<file path="src/hw/rtl/abtt_pkg.sv">
`default_nettype none

package abtt_pkg;

  localparam int MAX_TOKEN = 64;

  localparam logic [7:0] CHAR_OPEN  = 8'h3c;
  localparam logic [7:0] CHAR_CLOSE = 8'h3e;
  localparam logic [7:0] CHAR_LC_A  = 8'h61;
  localparam logic [7:0] CHAR_LC_Z  = 8'h7a;
  localparam logic [7:0] CASE_BIT   = 8'h20;

  typedef enum logic [1:0] {
    DELIM_NONE  = 2'd0,
    DELIM_OPEN  = 2'd1,
    DELIM_CLOSE = 2'd2
  } delim_t;

  typedef enum logic [1:0] {
    STATUS_OK        = 2'd0,
    STATUS_UNMATCHED = 2'd1,
    STATUS_TRUNCATED = 2'd2
  } status_t;

  function automatic delim_t classify(input logic [7:0] b);
    delim_t d;
    d = DELIM_NONE;
    if (b == CHAR_OPEN) begin
      d = DELIM_OPEN;
    end else if (b == CHAR_CLOSE) begin
      d = DELIM_CLOSE;
    end
    return d;
  endfunction

  function automatic logic [7:0] to_upper(input logic [7:0] b);
    logic [7:0] r;
    r = b;
    if (b >= CHAR_LC_A && b <= CHAR_LC_Z) begin
      r = b & ~CASE_BIT;
    end
    return r;
  endfunction

endpackage

`default_nettype wire

</file>
<file path="src/hw/rtl/abtt_in_if.sv">
`default_nettype none

interface abtt_in_if;
  logic       valid;
  logic       ready;
  logic [7:0] text_byte;
  logic       end_of_text;

  modport source (output valid, output text_byte, output end_of_text, input ready);
  modport sink   (input valid, input text_byte, input end_of_text, output ready);
endinterface

`default_nettype wire

</file>
<file path="src/hw/rtl/abtt_out_if.sv">
`default_nettype none

interface abtt_out_if;
  logic       valid;
  logic       ready;
  logic [7:0] token_byte;
  logic       in_tag;
  logic       token_last;
  logic [1:0] status;

  modport source (output valid, output token_byte, output in_tag, output token_last,
                  output status, input ready);
  modport sink   (input valid, input token_byte, input in_tag, input token_last,
                  input status, output ready);
endinterface

`default_nettype wire

</file>
<file path="src/hw/rtl/angle_bracket_tag_tokenizer.sv">
`default_nettype none

// Tokenizer for markup text, split at '<' and '>'.
// in_ch carries one text byte per word, or an end-of-text marker. out_ch
// carries one word per emitted token byte (uppercased for tags), with
// token_last on the final byte, or a single error word for an unmatched
// bracket, after which input is swallowed until end of text.
// Bytes of the pending token are kept in a MAX_TOKEN-deep buffer memory
// with a registered read port. A byte that ends no token is stored in the
// buffer while it has room. Once a word that ends a token is taken, the
// token is replayed out of the buffer one byte per cycle while the
// receiver does not stall; in_ch is held off during replay and while an
// error word is sent. Each token byte passes from the buffer read register
// into the output register, which drives out_ch: when the receiver stalls,
// replay pauses and the buffer read address holds. A pending result in
// that register does not block the input from being taken.
// Synchronous reset clears all scan state and drops any output word; the
// buffer contents are left as they are and are never read before written.
module angle_bracket_tag_tokenizer #(
  parameter int MAX_TOKEN = abtt_pkg::MAX_TOKEN
) (
  input  wire         clk,
  input  wire         rst_n,
  abtt_in_if.sink     in_ch,
  abtt_out_if.source  out_ch
);

  localparam int IdxW = (MAX_TOKEN > 1) ? $clog2(MAX_TOKEN) : 1;
  localparam int LenW = $clog2(MAX_TOKEN + 1);

  typedef enum logic [1:0] {
    ST_IDLE,
    ST_EMIT,
    ST_ERR
  } state_t;

  state_t              state_r, state_nxt;
  logic [LenW-1:0]     len_r, len_nxt;
  logic                obb_r, obb_nxt;
  abtt_pkg::delim_t    first_r, first_nxt;
  abtt_pkg::delim_t    last_r, last_nxt;
  logic                trunc_r, trunc_nxt;
  logic                halted_r, halted_nxt;

  logic [LenW-1:0]     emit_len_r, emit_len_nxt;
  logic                emit_tag_r, emit_tag_nxt;
  logic                emit_trunc_r, emit_trunc_nxt;
  logic [IdxW-1:0]     idx_r, idx_nxt;

  logic                out_valid_r, out_valid_nxt;
  logic [7:0]          out_byte_r, out_byte_nxt;
  logic                out_tag_r, out_tag_nxt;
  logic                out_last_r, out_last_nxt;
  abtt_pkg::status_t   out_status_r, out_status_nxt;

  logic [7:0]          token_mem [MAX_TOKEN];
  logic [7:0]          mem_q_r;
  logic [IdxW-1:0]     rd_addr;
  logic                mem_we;

  logic                accept;
  logic                out_free;
  logic                emit_last;
  abtt_pkg::delim_t    delim;
  logic [7:0]          emit_byte;

  assign in_ch.ready       = (state_r == ST_IDLE);
  assign accept            = in_ch.valid && (state_r == ST_IDLE);
  assign out_free          = !out_valid_r || out_ch.ready;
  assign delim             = abtt_pkg::classify(in_ch.text_byte);
  assign emit_last         = ((LenW'(idx_r) + LenW'(1)) == emit_len_r);
  assign emit_byte         = emit_tag_r ? abtt_pkg::to_upper(mem_q_r) : mem_q_r;

  assign out_ch.valid      = out_valid_r;
  assign out_ch.token_byte = out_byte_r;
  assign out_ch.in_tag     = out_tag_r;
  assign out_ch.token_last = out_last_r;
  assign out_ch.status     = out_status_r;

  always_comb begin
    state_nxt      = state_r;
    len_nxt        = len_r;
    obb_nxt        = obb_r;
    first_nxt      = first_r;
    last_nxt       = last_r;
    trunc_nxt      = trunc_r;
    halted_nxt     = halted_r;
    emit_len_nxt   = emit_len_r;
    emit_tag_nxt   = emit_tag_r;
    emit_trunc_nxt = emit_trunc_r;
    idx_nxt        = idx_r;
    out_valid_nxt  = out_valid_r && !out_ch.ready;
    out_byte_nxt   = out_byte_r;
    out_tag_nxt    = out_tag_r;
    out_last_nxt   = out_last_r;
    out_status_nxt = out_status_r;
    rd_addr        = idx_r;
    mem_we         = 1'b0;

    unique case (state_r)
      ST_IDLE: begin
        if (accept) begin
          if (in_ch.end_of_text) begin
            if (!halted_r && len_r != '0) begin
              emit_len_nxt   = len_r;
              emit_tag_nxt   = 1'b0;
              emit_trunc_nxt = trunc_r;
              idx_nxt        = '0;
              rd_addr        = '0;
              state_nxt      = ST_EMIT;
            end
            len_nxt    = '0;
            obb_nxt    = 1'b0;
            trunc_nxt  = 1'b0;
            first_nxt  = abtt_pkg::DELIM_NONE;
            last_nxt   = abtt_pkg::DELIM_NONE;
            halted_nxt = 1'b0;
          end else if (!halted_r) begin
            if (delim != abtt_pkg::DELIM_NONE) begin
              if (len_r == '0) begin
                last_nxt = delim;
              end else if (obb_r != (delim == abtt_pkg::DELIM_CLOSE)) begin
                len_nxt    = '0;
                obb_nxt    = 1'b0;
                trunc_nxt  = 1'b0;
                halted_nxt = 1'b1;
                state_nxt  = ST_ERR;
              end else begin
                emit_len_nxt   = len_r;
                emit_tag_nxt   = obb_r;
                emit_trunc_nxt = trunc_r;
                idx_nxt        = '0;
                rd_addr        = '0;
                state_nxt      = ST_EMIT;
                first_nxt      = delim;
                last_nxt       = delim;
                len_nxt        = '0;
                obb_nxt        = 1'b0;
                trunc_nxt      = 1'b0;
              end
            end else begin
              // first byte of a token decides whether it opened with a bracket
              if (len_r == '0) begin
                obb_nxt = (first_r == abtt_pkg::DELIM_OPEN) ||
                          (last_r == abtt_pkg::DELIM_OPEN);
              end
              if (len_r < LenW'(MAX_TOKEN)) begin
                mem_we  = 1'b1;
                len_nxt = len_r + LenW'(1);
              end else begin
                trunc_nxt = 1'b1;
              end
            end
          end
        end
      end
      ST_EMIT: begin
        if (out_free) begin
          out_valid_nxt  = 1'b1;
          out_byte_nxt   = emit_byte;
          out_tag_nxt    = emit_tag_r;
          out_last_nxt   = emit_last;
          out_status_nxt = emit_trunc_r ? abtt_pkg::STATUS_TRUNCATED
                                        : abtt_pkg::STATUS_OK;
          if (emit_last) begin
            state_nxt = ST_IDLE;
          end else begin
            idx_nxt = idx_r + IdxW'(1);
            rd_addr = idx_r + IdxW'(1);
          end
        end
      end
      ST_ERR: begin
        if (out_free) begin
          out_valid_nxt  = 1'b1;
          out_byte_nxt   = '0;
          out_tag_nxt    = 1'b0;
          out_last_nxt   = 1'b1;
          out_status_nxt = abtt_pkg::STATUS_UNMATCHED;
          state_nxt      = ST_IDLE;
        end
      end
      default: begin
        state_nxt = ST_IDLE;
      end
    endcase
  end

  // token buffer: one write port, one registered read port
  always_ff @(posedge clk) begin
    if (mem_we) begin
      token_mem[len_r[IdxW-1:0]] <= in_ch.text_byte;
    end
    mem_q_r <= token_mem[rd_addr];
  end

  always_ff @(posedge clk) begin
    if (!rst_n) begin
      state_r     <= ST_IDLE;
      len_r       <= '0;
      obb_r       <= 1'b0;
      first_r     <= abtt_pkg::DELIM_NONE;
      last_r      <= abtt_pkg::DELIM_NONE;
      trunc_r     <= 1'b0;
      halted_r    <= 1'b0;
      out_valid_r <= 1'b0;
    end else begin
      state_r     <= state_nxt;
      len_r       <= len_nxt;
      obb_r       <= obb_nxt;
      first_r     <= first_nxt;
      last_r      <= last_nxt;
      trunc_r     <= trunc_nxt;
      halted_r    <= halted_nxt;
      out_valid_r <= out_valid_nxt;
    end
    emit_len_r   <= emit_len_nxt;
    emit_tag_r   <= emit_tag_nxt;
    emit_trunc_r <= emit_trunc_nxt;
    idx_r        <= idx_nxt;
    out_byte_r   <= out_byte_nxt;
    out_tag_r    <= out_tag_nxt;
    out_last_r   <= out_last_nxt;
    out_status_r <= out_status_nxt;
  end

endmodule

`default_nettype wire

</file>
<file path="src/flat_wrapper.sv">
// flat-port wrapper written by rule: the top's interface ports become plain ports
module angle_bracket_tag_tokenizer_flat 
#(
  parameter int MAX_TOKEN = abtt_pkg::MAX_TOKEN
)
  (clk, rst_n, in_ch_valid, in_ch_text_byte, in_ch_end_of_text, in_ch_ready, out_ch_valid, out_ch_token_byte, out_ch_in_tag, out_ch_token_last, out_ch_status, out_ch_ready);
  abtt_in_if in_ch_i ();
  abtt_out_if out_ch_i ();
  input  wire clk;
  input  wire rst_n;
  input wire logic [$bits(in_ch_i.valid)-1:0] in_ch_valid;
  input wire logic [$bits(in_ch_i.text_byte)-1:0] in_ch_text_byte;
  input wire logic [$bits(in_ch_i.end_of_text)-1:0] in_ch_end_of_text;
  output wire logic [$bits(in_ch_i.ready)-1:0] in_ch_ready;
  output wire logic [$bits(out_ch_i.valid)-1:0] out_ch_valid;
  output wire logic [$bits(out_ch_i.token_byte)-1:0] out_ch_token_byte;
  output wire logic [$bits(out_ch_i.in_tag)-1:0] out_ch_in_tag;
  output wire logic [$bits(out_ch_i.token_last)-1:0] out_ch_token_last;
  output wire logic [$bits(out_ch_i.status)-1:0] out_ch_status;
  input wire logic [$bits(out_ch_i.ready)-1:0] out_ch_ready;
  assign in_ch_i.valid = in_ch_valid;
  assign in_ch_i.text_byte = in_ch_text_byte;
  assign in_ch_i.end_of_text = in_ch_end_of_text;
  assign in_ch_ready = in_ch_i.ready;
  assign out_ch_valid = out_ch_i.valid;
  assign out_ch_token_byte = out_ch_i.token_byte;
  assign out_ch_in_tag = out_ch_i.in_tag;
  assign out_ch_token_last = out_ch_i.token_last;
  assign out_ch_status = out_ch_i.status;
  assign out_ch_i.ready = out_ch_ready;
  angle_bracket_tag_tokenizer #(.MAX_TOKEN(MAX_TOKEN)) u_core (.clk(clk), .rst_n(rst_n), .in_ch(in_ch_i), .out_ch(out_ch_i));
endmodule
</file>
<file path="config.mk">
export PLATFORM = sky130hd
export DESIGN_NAME = angle_bracket_tag_tokenizer_flat
export DESIGN_NICKNAME = d
export VERILOG_FILES = /design/src/hw/rtl/abtt_pkg.sv /design/src/hw/rtl/abtt_in_if.sv /design/src/hw/rtl/abtt_out_if.sv /design/src/hw/rtl/angle_bracket_tag_tokenizer.sv /design/src/flat_wrapper.sv
export SDC_FILE = /design/constraint.sdc
export NUM_CORES = 1
export LEC_CHECK = 0
export ABC_AREA = 1
export BUFFER_PORTS_ARGS = -buffer_cell sky130_fd_sc_hd__buf_2
export CAP_MARGIN = 20
export CORE_ASPECT_RATIO = 2
export CORE_UTILIZATION = 60
export DETAILED_ROUTE_END_ITERATION = 16
export HOLD_SLACK_MARGIN = 0.05
export PLACE_DENSITY = 0.76
export SLEW_MARGIN = 20
export SYNTH_ARGS = -nofsm -noshare
export SYNTH_HDL_FRONTEND = slang
export SYNTH_SLANG_ARGS = --single-unit
</file>
<file path="constraint.sdc">
create_clock -name clk -period 3.7 [get_ports clk]
set_input_delay 0.555 -clock clk [delete_from_list [all_inputs] [get_ports clk]]
set_output_delay 0.555 -clock clk [all_outputs]
set_load 0.005 [all_outputs]
</file>
# Yosys cells after proc, flatten, opt, wreduce, memory -nomap -nowiden
# Memory sizes are Yosys's and may differ from the RTL's. A register that Yosys moved wholly into a read port is not among the register bits.
# Cells that the tools add are included.
[word_totals] out_inout_bits=14 register_bits=44 elab_cells=168 ram_bits=512 n_memories=1 in_bits=13
[mem_list] memory="u_core.token_mem" depth=64 word_bits=8 rd=1 rd_clocked_by_memory_dff=1 write_ports=1 line_no="angle_bracket_tag_tokenizer.sv:56" rtl="logic [7:0] token_mem [MAX_TOKEN];"
[op_classes] n_lt_le_gt_ge=3 n_reduce_logical=27 n_eq_ne=24 add_sub_neg=3 muxes=94
[op_table] cell="7-bit two-way mux" n=11
[op_table] cell="6-bit two-way mux" n=11
[op_table] cell="2-bit two-way mux" n=24
[op_table] cell="1-bit two-way mux" n=40
[op_table] cell="5-bit AND reduction" n=4
[op_table] cell="8-bit by 6-bit equality test with 1-bit output, second input constant" n=2
[op_table] cell="8-bit two-way mux" n=2
[op_table] cell="8-bit one-hot mux with 2 select lines" n=1
[op_table] cell="3-bit by 2-bit inequality test with 1-bit output, second input constant" n=4
[op_table] cell="6-bit one-hot mux with 2 select lines" n=1
[op_table] cell="2-bit by 1-bit inequality test with 1-bit output, second input constant" n=5
[op_table] cell="3-bit inequality test, second input constant" n=3
[op_table] cell="8-bit by 7-bit >= comparator with 1-bit output, second input constant" n=1
[op_table] cell="8-bit by 7-bit <= comparator with 1-bit output, second input constant" n=1
[op_table] cell="8-bit AND reduction" n=1
[op_table] cell="6-bit by 1-bit adder with 7-bit output, second input constant" n=1
[op_table] cell="7-bit by 1-bit adder with 7-bit output, second input constant" n=1
[op_table] cell="7-bit equality test" n=1
[op_table] cell="7-bit logical NOT" n=1
[op_table] cell="7-bit less-than comparator, second input constant" n=1
[op_table] cell="7-bit AND reduction" n=1
[op_table] cell="7-bit nonzero test" n=1
[op_table] cell="6-bit by 1-bit adder with 6-bit output, second input constant" n=1
[op_table] cell="2-bit by 1-bit equality test with 1-bit output, second input constant" n=3
[op_table] cell="other kinds (16)" n=29

# Longest topological paths before layout
# Gate-level depths: netlist (run 1).
[logic_depth] word_depth=12 ltp_mapped=23 depth_no_buf=22

# Worst setup path before layout (run 1)
# OpenSTA, ideal clock, no wires.
[synth_timing] path_type="reg-to-reg" start="reg u_core.idx_r[1]" end="reg u_core.mem_q_r[1], read port of u_core.token_mem" n_path_buf=2 period_less_slack_ps=2469 required_time_ps=3586 path_stages_with_launch=21 arrival_ps=2355 setup_slack_ps=1231 setup_time_ps=114 cell_sequence="dfxtp_1 ha_1 nand2_1 o21ai_1 nand2_1 nand2_1 nand2_1 nor2_2 nand3_4 nand3_1 nand3_4 nand2_4 buf_6 buf_2 nand2_1 nand3_1 nand3_1 nand3_1 nand3_1 nand3_1 nand2_1"
[synth_between] elab_chain_cells=7 word_cells_on_any_way=13 classes_between="2 x add/sub; 1 x eq/ne; 10 x mux"
[synth_rtl] element="start, declared" line_no="angle_bracket_tag_tokenizer.sv:48" rtl="logic [IdxW-1:0] idx_r, idx_nxt;"
[synth_rtl] element="start signal, assigned" line_no="angle_bracket_tag_tokenizer.sv:220" rtl="idx_r <= idx_nxt;"
[synth_rtl] element="branches (longest 6 deep; another with 6-bit by 1-bit adder with 7-bit output)"
[synth_rtl] element="6-bit one-hot mux with 2 select lines (*)" line_no="angle_bracket_tag_tokenizer.sv:100" rtl="unique case (state_r)"
[synth_rtl] element="end, declared" line_no="angle_bracket_tag_tokenizer.sv:57" rtl="logic [7:0] mem_q_r;"
# Every way passes the cells marked *.
# A chain may end at the register's enable or synchronous reset.

# Worst setup path after layout (run 1)
[layout_timing] start="reg u_core.idx_r[1]" end="reg u_core.mem_q_r[3], read port of u_core.token_mem"
# The elaborated chain is that of the path after synthesis.

==> results of run 1 <==
==> power groups by stage <==
stage | sequential [W] | combinational [W] | clock (W)
2_1_floorplan | 0.00737 | 0.00395 | 0
3_3_place_gp | 0.00746 | 0.00588 | 0
3_5_place_dp | 0.00745 | 0.00597 | 0
4_1_cts | 0.00732 | 0.00600 | 0.00480
5_1_grt | 0.00732 | 0.00653 | 0.00503
6_report | 0.00732 | 0.00605 | 0.00477
==> worst min path at each step <==
stage / endpoint / slack [ns] / cells past startpoint
after floorplan: u_core.emit_trunc_r$_DFFE_PP_ / 0.41 / 0
after global placement: u_core.emit_trunc_r$_DFFE_PP_ / 0.42 / 0
after detailed placement: u_core.emit_trunc_r$_DFFE_PP_ / 0.42 / 0
after CTS: u_core.first_r[0]$_SDFFE_PN0P_ / 0.25 / 3
after global routing: u_core.first_r[0]$_SDFFE_PN0P_ / 0.29 / 3
final: u_core.first_r[1]$_SDFFE_PN0P_ / 0.27 / 3
==> cell type report <==
type / instances / area [sq um] / area share
inverter: 543 / 2040 / 0.0739
timing repair buffer: 103 / 903 / 0.0328
multi-input combinational: 1296 / 5890 / 0.214
sequential: 564 / 16600 / 0.603
clock inverter: 31 / 279 / 0.0101
clock buffer: 53 / 1170 / 0.0423
tap: 535 / 669 / 0.0243
==> synth_stat cells (all sizes together) <==
master,instances,area share
nor4,1,0.00025
o2111a,1,0.00045
o21ai,10,0.0020
a211oi,5,0.0015
edfxtp,533,0.64
nand2,563,0.085
nand4,3,0.00075
a31oi,1,0.00025
dfxtp,31,0.025
nand3,565,0.11
nor2,103,0.016
nor3,6,0.0014
ha,6,0.0030
o21bai,1,0.00030
inv,543,0.081
o22ai,5,0.0020
clkbuf,20,0.0030
xnor2,1,0.00035
nand3b,1,0.00030
a221oi,1,0.00035
a2111o,1,0.00045
buf,92,0.021
a21oi,21,0.0045
nor3b,1,0.00030
==> per-layer routing <==
| layer | share of wire | vias to the layer above |
|---|---|---|
| met4 | 0.081 | 0 |
| met2 | 0.53 | 820 |
| li1 | - | 8225 |
| met3 | 0.065 | 248 |
| met1 | 0.33 | 8312 |
| met5 | 0 | - |
==> repair_timing <==
item                       in CTS  in global routing
gates resized for setup         0                  2
setup endpoints to repair       0                  5
hold endpoints to repair        0                  0
hold buffers                    0                  0
==> layout by cell type, fill, tap and decap left out, drive strengths merged <==
master    Yosys  final
o22ai         5      5
clkinvlp      0      6
bufinv        0      3
clkbuf       20     53
a211oi        5      5
xnor2         1      1
a2111o        1      1
clkinv        0     18
nor3b         1      1
buf          92    103
inv         543    547
a21oi        21     21
o21bai        1      1
nand2       563    563
o2111a        1      1
ha            6      6
a221oi        1      1
nand3       565    565
o21ai        10     10
a31oi         1      1
edfxtp      533    533
nand4         3      3
dfxtp        31     31
nand3b        1      1
nor2        103    103
nor3          6      6
nor4          1      1
==> flip-flops by register name, summed over array words and instances, names as in the netlist <==
signal / flops
u_core.token_mem: 512
u_core.state_r: 2
u_core.mem_q_r: 8
u_core.out_ch.token_last: 1
u_core.out_ch.valid: 1
u_core.len_r: 7
u_core.last_r: 2
u_core.trunc_r: 1
u_core.obb_r: 1
u_core.out_ch.in_tag: 1
u_core.emit_trunc_r: 1
u_core.first_r: 2
u_core.emit_len_r: 7
u_core.out_ch.token_byte: 8
u_core.emit_tag_r: 1
u_core.out_ch.status: 2
u_core.idx_r: 6
u_core.halted_r: 1
==> cell families after synthesis <==
| family | count (synthesis) |
|---|---|
| buf+inv | 655 |
| flops | 564 |
| fa+ha+maj | 6 |
| xor+xnor | 1 |
| simple gates | 1243 |
| compound gates | 46 |
==> worst reg2reg max path, delay by kind of cell (launching register included) <==
kind | cells | cell delay, ns
adder cells (fa/ha/maj) | 1 | 0.23
AO/OA/AOI/OAI | 2 | 0.60
AND/OR/NAND/NOR | 14 | 1.72
buffers and inverters | 2 | 0.43
flip-flops | 1 | 0.42
==> stage by stage <==
step | power (W) | setup WS (ns) | cell area, sq um
after floorplan | 0.0113 | 1.23 | 25100
final | 0.0181 | 0.237 | 27600
after CTS | 0.0181 | 0.219 | 27600
after global placement | 0.0133 | 0.269 | 26100
after global routing | 0.0189 | 0.00271 | 27600
after detailed placement | 0.0134 | 0.245 | 26100
==> results.json, run 1 <==
{
  "fin_skew_ns": 0.0199,
  "track_usage": 0.321,
  "rsz0062_at_grt": "false",
  "path_cells": "ha_1 > nand2_1 > o21ai_1 > nand2_1 > nand2_1 > nand2_1 > nor2_2 > nand3_4 > nand3_1 > nand2_1 > o21bai_4 > buf_12 > buf_4 > nand3_1 > nand3_1 > nand3_1 > nand3_1 > nand3_1 > nand2_1",
  "cts_buffer_depth": 3,
  "die_w_um": 147,
  "hold_start": "rst_n",
  "wl_um": 66600,
  "p_comb_frac": 0.334,
  "worst_ep_required_time_ns": 4.22,
  "first_iter_violations": 1489,
  "tritoncts": "yes",
  "r2r_cells": 19,
  "vias": 17600,
  "ys_types": 37,
  "ys_seq_elements": 564,
  "grt_pass1_vias": 17400,
  "htree_num_levels": 2,
  "path_clk_slew_ns": 0.07,
  "crit_path_end": "u_core.mem_q_r[3]$_DFF_P_",
  "slew_headroom": 0.372,
  "max_stage_delay_ns": 0.42,
  "hold_viol_final": 0,
  "cp.arrival_ns": 3.98,
  "cp-startpoint": "u_core.idx_r[1]$_DFF_P_",
  "synth_compound_area_frac": 0.0118,
  "fillers": 3108,
  "antenna_left": 0,
  "io_buffers": 26,
  "synth.mux.area_fraction": 0,
  "setup_violations": 0,
  "path_buf_inv": 2,
  "row_count": 105,
  "holdWs_ns": 0.271,
  "use_met3": 0.0389,
  "drv_cap": 0,
  "grt_use_met2": 0.574,
  "p_int_w": 0.0115,
  "slew_violations": 0,
  "grt_max_degree": 65,
  "antenna_found_initial": 0,
  "clk_latency_ns": 0.58,
  "antennaDiodeCount": 0,
  "gp_congestion": 0.937,
  "p_switching_w": 0.00660,
  "start_util": 0.610,
  "synth_top_family_by_area": "simple AND/OR/NAND/NOR gates",
  "drcViolationCount": 0,
  "layout_min_cycle_time_ns": 3.46,
  "final_core_util": 0.671,
  "rrSetupSlack_ns": 0.24,
  "use_met1": 0.343,
  "dieArea_sq_um": 42700,
  "hpwl_um": 43300,
  "seq_area_frac_synth": 0.662,
  "viasPerCell": 5.63,
  "cp.depth": 19,
  "cp-start-kind": "register",
  "power_frac_clock": 0.263,
  "place_inst": 3041,
  "p_sw_frac": 0.364,
  "vdd_drop_max_mv": 0.616,
  "cp_max_fo": 26,
  "synthSimpleGateAreaFrac": 0.218,
  "grt.overflow.total": 0,
  "cts-root-buf": "clkbuf_16",
  "rr_endpoint": "u_core.mem_q_r[3]$_DFF_P_",
  "fin_crit_sh": 0.936,
  "status": "complete, no violations",
  "first_pass_iters": 5,
  "synthCells": 2515,
  "fin_nets": 2572,
  "slowest_stage": "dfxtp_1",
  "synth_xor_area_frac": 0.000349,
  "avgRoutedWirePerCell_um": 21.3,
  "ios": 27,
  "die_h_um": 291,
  "coreArea_sq_um": 41100,
  "post_cts_buffers": 0,
  "grt_busiest_layer": "met2",
  "grt_pass1_wl_um": 100000,
  "drive_above_1_share": 0.0753,
  "synth_area_sq_um": 25100,
  "p_leak_nw": 11.6,
  "pwr-share-seq": 0.403,
  "synth_fa_ha_area_frac": 0.00299,
  "tightest_slew_ns": 0.942,
  "cts_sinks": 564,
  "syn_nets": 2534,
  "worstReg2RegStart": "u_core.idx_r[1]$_DFF_P_",
  "ys_warn_count": 0,
  "power.density_nw_per_um2": 658,
  "path_class": "register to register",
  "cp-end-kind": "register",
  "critPathTopFamily": "simple AND/OR/NAND/NOR gates",
  "hold_class": "input pin to register",
  "finalSetupTns_ns": 0,
  "cts_inserted_buffers": 45,
  "clock.fmax_mhz": 289,
  "synth.avg_cell_area_sq_um": 9.98,
  "fin_cells": 3125,
  "synthToLayoutAreaGrowth_pct": 9.86
}
(Power assumes the default switching activity.)
==> run 2, diff against run 1 <==
--- a/config.mk
+++ b/config.mk
@@ -11,8 +11,9 @@
 export CORE_ASPECT_RATIO = 2
 export CORE_UTILIZATION = 60
 export DETAILED_ROUTE_END_ITERATION = 16
+export GPL_TIMING_DRIVEN = 0
 export HOLD_SLACK_MARGIN = 0.05
-export PLACE_DENSITY = 0.76
+export PLACE_DENSITY = 0.83
 export SLEW_MARGIN = 20
 export SYNTH_ARGS = -nofsm -noshare
 export SYNTH_HDL_FRONTEND = slang
==> run 2 against run 1 <==
Net effect: the run now ends with setup timing left; sequential share of layout area shrank 0.58 points; clock power is 3% higher; utilization grew 0.66 points; sequential cell count unchanged; largest cell class unchanged; design area is 0.98% higher; hold slack lost 0.023 ns; total power grew 8.0%; fmax is 9.0% lower; critical path type unchanged; worst setup slack worse by 0.34 ns; cell count up 1.3%; largest power group is now combinational cells; clock-buffer cell count is 4 higher.
==> results.json, run 2 (same netlist as run 1, synthesis figures left out) <==
{
  "clk_latency_ns": 0.60,
  "mostFrequentLayoutCells": "nand2_1 (556), nand3_1 (551), inv_1 (538), edfxtp_1 (533), nor2_1 (76)",
  "power_frac_clock": 0.251,
  "largest_reg_flops": 512,
  "drcViolationCount": 0,
  "synthToLayoutAreaGrowth_pct": 10.9,
  "status": "finished, violations left",
  "die_h_um": 291,
  "viasPerCell": 5.82,
  "worstReg2RegStart": "u_core.state_r[0]$_SDFFE_PN0P_",
  "slew_headroom": 0.258,
  "use_met3": 0.0517,
  "fillers": 3027,
  "fin_crit_sh": 1.03,
  "rrSetupSlack_ns": -0.11,
  "die_w_um": 147,
  "first_pass_iters": 6,
  "cts_inserted_buffers": 45,
  "vias": 18400,
  "stdcell_area_sq_um": 27800,
  "postLayoutSetupSlackWorst_ns": -0.107,
  "track_usage": 0.379,
  "cts-root-buf": "clkbuf_16",
  "placed_area_sq_um": 26100,
  "p_leak_nw": 11.8,
  "cp-startpoint": "u_core.state_r[0]$_SDFFE_PN0P_",
  "drv_cap": 0,
  "row_count": 105,
  "antenna_left": 0,
  "coreArea_sq_um": 41100,
  "crit_path_end": "u_core.token_mem[37][5]$_DFFE_PP_",
  "failed_checks": "setup timing",
  "cp-end-kind": "register",
  "hold_viol_final": 0,
  "finalSetupTns_ns": -2.24,
  "fin_nets": 2615,
  "p_int_w": 0.0118,
  "gp_congestion": 0.978,
  "vdd_drop_max_mv": 0.562,
  "wl_um": 78900,
  "p_total_w": 0.0196,
  "cp.arrival_ns": 4.01,
  "grt.overflow.total": 0,
  "p_comb_frac": 0.379,
  "tightest_slew_ns": 1.11,
  "final_common_cell": "nand2_1",
  "ios": 27,
  "cp_max_fo": 8,
  "slew_violations": 0,
  "p_sw_frac": 0.396,
  "p_switching_w": 0.00777,
  "slowest_stage": "nor2_1",
  "worst_ep_required_time_ns": 3.91,
  "hold_buffers": 0,
  "start_util": 0.610,
  "drive_above_1_share": 0.0977,
  "fin_skew_ns": 0.0258,
  "use_met1": 0.377,
  "path_class": "register to register",
  "htree_num_levels": 2,
  "setup_violations": 32,
  "fin_cells": 3166,
  "r2r_cells": 8,
  "path_cells": "inv_1 > ha_1 > nand2_1 > nor4_1 > nand2_1 > nor2_1 > nand3_1 > nor2_1",
  "hold_class": "input pin to register",
  "pwr-share-seq": 0.370,
  "power.density_nw_per_um2": 704,
  "tritoncts": "yes",
  "grt_max_degree": 66,
  "avgRoutedWirePerCell_um": 24.9,
  "io_buffers": 25,
  "path_clk_slew_ns": 0.07,
  "grt_pass1_vias": 18200,
  "dieArea_sq_um": 42700,
  "layout_min_cycle_time_ns": 3.81,
  "cts_sinks": 564,
  "grt_busiest_layer": "met2",
  "hpwl_um": 55200,
  "hold_depth": 3,
  "cts_buffer_depth": 3,
  "clock.fmax_mhz": 263,
  "rsz0062_at_grt": "true",
  "place_inst": 3082,
  "grt_pass1_wl_um": 113000,
  "grt_use_met2": 0.676,
  "cp-start-kind": "register",
  "place_ws_ns": -0.923,
  "max_stage_delay_ns": 0.95,
  "rr_endpoint": "u_core.token_mem[37][5]$_DFFE_PP_",
  "first_iter_violations": 1837,
  "antenna_found_initial": 1
}
-- run 2: cell types whose count changed in the layout (fill, tap and decap cells not counted), sizes merged --
cell,before,now
buf,103,107
bufinv,3,6
clkbuf,53,95
clkinv,18,11
clkinvlp,6,3
diode,0,1
nand2,563,564
-- run 2: worst min path at each step --
stage / from / end / slack, ns
final: rst_n / u_core.first_r[1]$_SDFFE_PN0P_ / 0.25
after global routing: rst_n / u_core.first_r[1]$_SDFFE_PN0P_ / 0.28
after CTS: rst_n / u_core.first_r[1]$_SDFFE_PN0P_ / 0.24
after detailed placement: u_core.trunc_r$_SDFFE_PN0P_ / u_core.emit_trunc_r$_DFFE_PP_ / 0.42
after global placement: u_core.trunc_r$_SDFFE_PN0P_ / u_core.emit_trunc_r$_DFFE_PP_ / 0.42
after floorplan: u_core.trunc_r$_SDFFE_PN0P_ / u_core.emit_trunc_r$_DFFE_PP_ / 0.41
-- run 2: metrics by stage --
stage | util | hold WS (ns)
after floorplan | - | 0.408
after global placement | 0.630 | 0.417
after detailed placement | 0.634 | 0.422
after CTS | 0.671 | 0.243
after global routing | 0.677 | 0.281
final | 0.677 | 0.248
-- run 2: timing repair --
| action | in CTS | in global routing |
|---|---|---|
| gates resized for setup | 16 | 74 |
| gates cloned | 0 | 1 |
| buffers inserted | 0 | 1 |
| hold endpoints to repair | 0 | 0 |
| setup endpoints to repair | 32 | 204 |
| pin swaps | 0 | 2 |
-- run 2: critical path, delay by kind of cell, from the launching register on --
kind,cells,cell delay [ns]
fa+ha+maj,1,0.24
buf+inv,1,0.10
simple gates,6,2.72
flops,1,0.32
-- run 2: area by class of cell --
| class | instances | area (sq um) | area share |
|---|---|---|---|
| Tap cell | 535 | 669 | 0.0240 |
| Inverter | 543 | 2040 | 0.0732 |
| Clock inverter | 24 | 298 | 0.0107 |
| Sequential cell | 564 | 16600 | 0.597 |
| Antenna cell | 1 | 2.50 | 0.0000899 |
| Timing Repair Buffer | 33 | 345 | 0.0124 |
| Multi-Input combinational cell | 1297 | 6020 | 0.216 |
| Buffer | 112 | 668 | 0.0240 |
| Clock buffer | 57 | 1170 | 0.0421 |
-- run 2: power by group through the flow --
| stage | logic (W) | clock network [W] | registers [W] |
|---|---|---|---|
| global route | 0.00773 | 0.00513 | 0.00727 |
| CTS | 0.00702 | 0.00489 | 0.00725 |
| detailed placement | 0.00695 | 0 | 0.00739 |
| finish | 0.00742 | 0.00492 | 0.00725 |
| floorplan | 0.00395 | 0 | 0.00737 |
| global placement | 0.00678 | 0 | 0.00739 |
-- run 2: per-layer routing --
layer / routed length [um] / up-vias / part of all wire
met2: 40900 / 1049 / 0.52
li1: - / 8324 / -
met3: 5720 / 350 / 0.073
met5: 0 / - / 0
met1: 23500 / 8702 / 0.30
met4: 8710 / 0 / 0.11
==> run 3, diff against run 2 <==
--- a/config.mk
+++ b/config.mk
@@ -8,7 +8,6 @@
 export ABC_AREA = 1
 export BUFFER_PORTS_ARGS = -buffer_cell sky130_fd_sc_hd__buf_2
 export CAP_MARGIN = 20
-export CORE_ASPECT_RATIO = 2
 export CORE_UTILIZATION = 60
 export DETAILED_ROUTE_END_ITERATION = 16
 export GPL_TIMING_DRIVEN = 0
==> run 3 against run 2 <==
Net effect: the flow still finishes with violations (setup timing); global-route usage is 4.1 points lower; clock-buffer cell count is 11 higher; hold slack worse by 0.020 ns; sequential share of layout area up 0.062 points; cell count grew 0.32%; sequential cell count did not move; critical path depth stayed put; total power fell by 0.42%; clock power rose by 15%; largest cell class unchanged.
==> results.json, run 3 (same netlist as run 1, synthesis figures left out) <==
{
  "first_pass_iters": 6,
  "holdWs_ns": 0.228,
  "hold_start": "rst_n",
  "vdd_drop_max_mv": 0.483,
  "hold_viol_final": 0,
  "clock.fmax_mhz": 269,
  "cts_inserted_buffers": 56,
  "cts-root-buf": "clkbuf_16",
  "cp-end-kind": "register",
  "track_usage": 0.338,
  "drive_above_1_share": 0.0881,
  "final_common_cell": "nand3_1",
  "antennaDiodeCount": 0,
  "stdcell_area_sq_um": 27800,
  "rrSetupSlack_ns": -0.02,
  "placed_area_sq_um": 25900,
  "die_h_um": 207,
  "postLayoutSetupSlackWorst_ns": -0.0182,
  "drv_cap": 0,
  "htree_num_levels": 2,
  "slew_headroom": 0.255,
  "tightest_slew_ns": 1.12,
  "status": "finished, violations left",
  "avgRoutedWirePerCell_um": 22.0,
  "hold_end": "u_core.first_r[0]$_SDFFE_PN0P_",
  "hold_class": "input pin to register",
  "p_total_w": 0.0195,
  "path_clk_slew_ns": 0.06,
  "path_class": "register to register",
  "multi_input_area_sq_um": 5880,
  "dieArea_sq_um": 42700,
  "grt.overflow.total": 0,
  "layout_min_cycle_time_ns": 3.72,
  "gp_congestion": 0.998,
  "clk_latency_ns": 0.63,
  "worstReg2RegStart": "u_core.state_r[0]$_SDFFE_PN0P_",
  "hold_depth": 3,
  "rsz0062_at_grt": "true",
  "fin_crit_sh": 1.00,
  "path_buf_inv": 1,
  "wl_um": 69700,
  "setup_violations": 7,
  "fillers": 2922,
  "viasPerCell": 5.80,
  "coreArea_sq_um": 41000,
  "slowest_stage": "nor2_2",
  "row_count": 74,
  "worst_ep_required_time_ns": 3.94,
  "hpwl_um": 45300,
  "io_buffers": 25,
  "largest_reg_flops": 512,
  "r2r_cells": 8,
  "fin_skew_ns": 0.0205,
  "synthToLayoutAreaGrowth_pct": 10.8,
  "cp_max_fo": 8,
  "failed_checks": "setup timing",
  "tritoncts": "yes",
  "slew_violations": 0,
  "cts_buffer_depth": 3,
  "power.density_nw_per_um2": 702,
  "start_util": 0.612,
  "ios": 27,
  "place_ws_ns": -0.831,
  "cts_sinks": 564,
  "cp.arrival_ns": 3.95,
  "drcViolationCount": 0,
  "antenna_found_initial": 0,
  "grt_max_degree": 68,
  "final_core_util": 0.678,
  "seqCellArea_sq_um": 16600,
  "antenna_left": 0,
  "max_stage_delay_ns": 0.94,
  "rr_endpoint": "u_core.token_mem[13][7]$_DFFE_PP_",
  "path_cells": "inv_1 > ha_1 > nand2_1 > nor4_1 > nand2_1 > nor2_1 > nand3_1 > nor2_2",
  "cp_common_cell": "nand2_1",
  "vias": 18400,
  "grt_pass1_vias": 18100,
  "fin_nets": 2617,
  "first_iter_violations": 2409,
  "mostFrequentLayoutCells": "nand3_1 (561), nand2_1 (557), inv_1 (539), edfxtp_1 (533), nor2_1 (90)",
  "die_w_um": 207,
  "grt_pass1_wl_um": 104000,
  "cp-start-kind": "register",
  "p_leak_nw": 11.8,
  "critPathTopFamily": "simple AND/OR/NAND/NOR gates"
}
[run 3: metal layers]
metal / global-route usage / share of wire / up-vias / wire length [um]
li1: - / - / 8330 / -
met1: 0.429 / 0.36 / 8623 / 25000
met2: 0.535 / 0.46 / 1220 / 32300
met3: 0.0781 / 0.12 / 246 / 8380
met4: 0.194 / 0.058 / 0 / 4030
met5: 0 / 0 / - / 0
[run 3: cell type report]
class,count,share of cell area
Timing Repair Buffer,25,0.00603
Clock inverter,36,0.0127
Multi-Input combinational cell,1296,0.211
Sequential cell,564,0.598
Tap cell,532,0.0239
Buffer,112,0.0221
Inverter,543,0.0733
Clock buffer,68,0.0527
[run 3: per-stage QoR]
| step | std cells | setup TNS, ns |
|---|---|---|
| finish | 3176 | -0.0870 |
| global route | 3176 | -5.15 |
| CTS | 3176 | 0 |
| detailed placement | 3072 | -164.88 |
| global placement | 3072 | -331.03 |
| floorplan | 2515 | 0 |
[run 3: worst max path at each step]
stage	startpoint	to	slack, ns	cells after the start
2_1_floorplan	u_core.idx_r[1]$_DFF_P_	u_core.mem_q_r[1]$_DFF_P_	1.23	20
3_3_place_gp	in_ch_text_byte[0]	u_core.token_mem[13][2]$_DFFE_PP_	-1.10	9
3_5_place_dp	in_ch_text_byte[0]	u_core.token_mem[12][2]$_DFFE_PP_	-0.83	9
4_1_cts	in_ch_text_byte[3]	u_core.mem_q_r[3]$_DFF_P_	0.01	20
5_1_grt	u_core.state_r[0]$_SDFFE_PN0P_	u_core.token_mem[4][1]$_DFFE_PP_	-0.14	8
6_report	u_core.state_r[0]$_SDFFE_PN0P_	u_core.token_mem[13][7]$_DFFE_PP_	-0.02	8
[run 3: worst min-delay path, delay by kind of cell]
family	cells	cell delay, ns
buffers and inverters	1	0.12
AOI/OAI and AO/OA	2	0.11
[run 3: report_power, final]
part           switching (W)  total (W)  internal (W)
clock network        0.00244    0.00568       0.00324
registers          0.0000668    0.00725       0.00718
logic                0.00474    0.00658       0.00185
total                0.00724     0.0195        0.0123
[run 3: repair_timing]
action	CTS	global route
hold buffers	0	0
pin swaps	0	0
buffers inserted	0	0
setup endpoints to repair	16	240
gates resized for setup	2	33
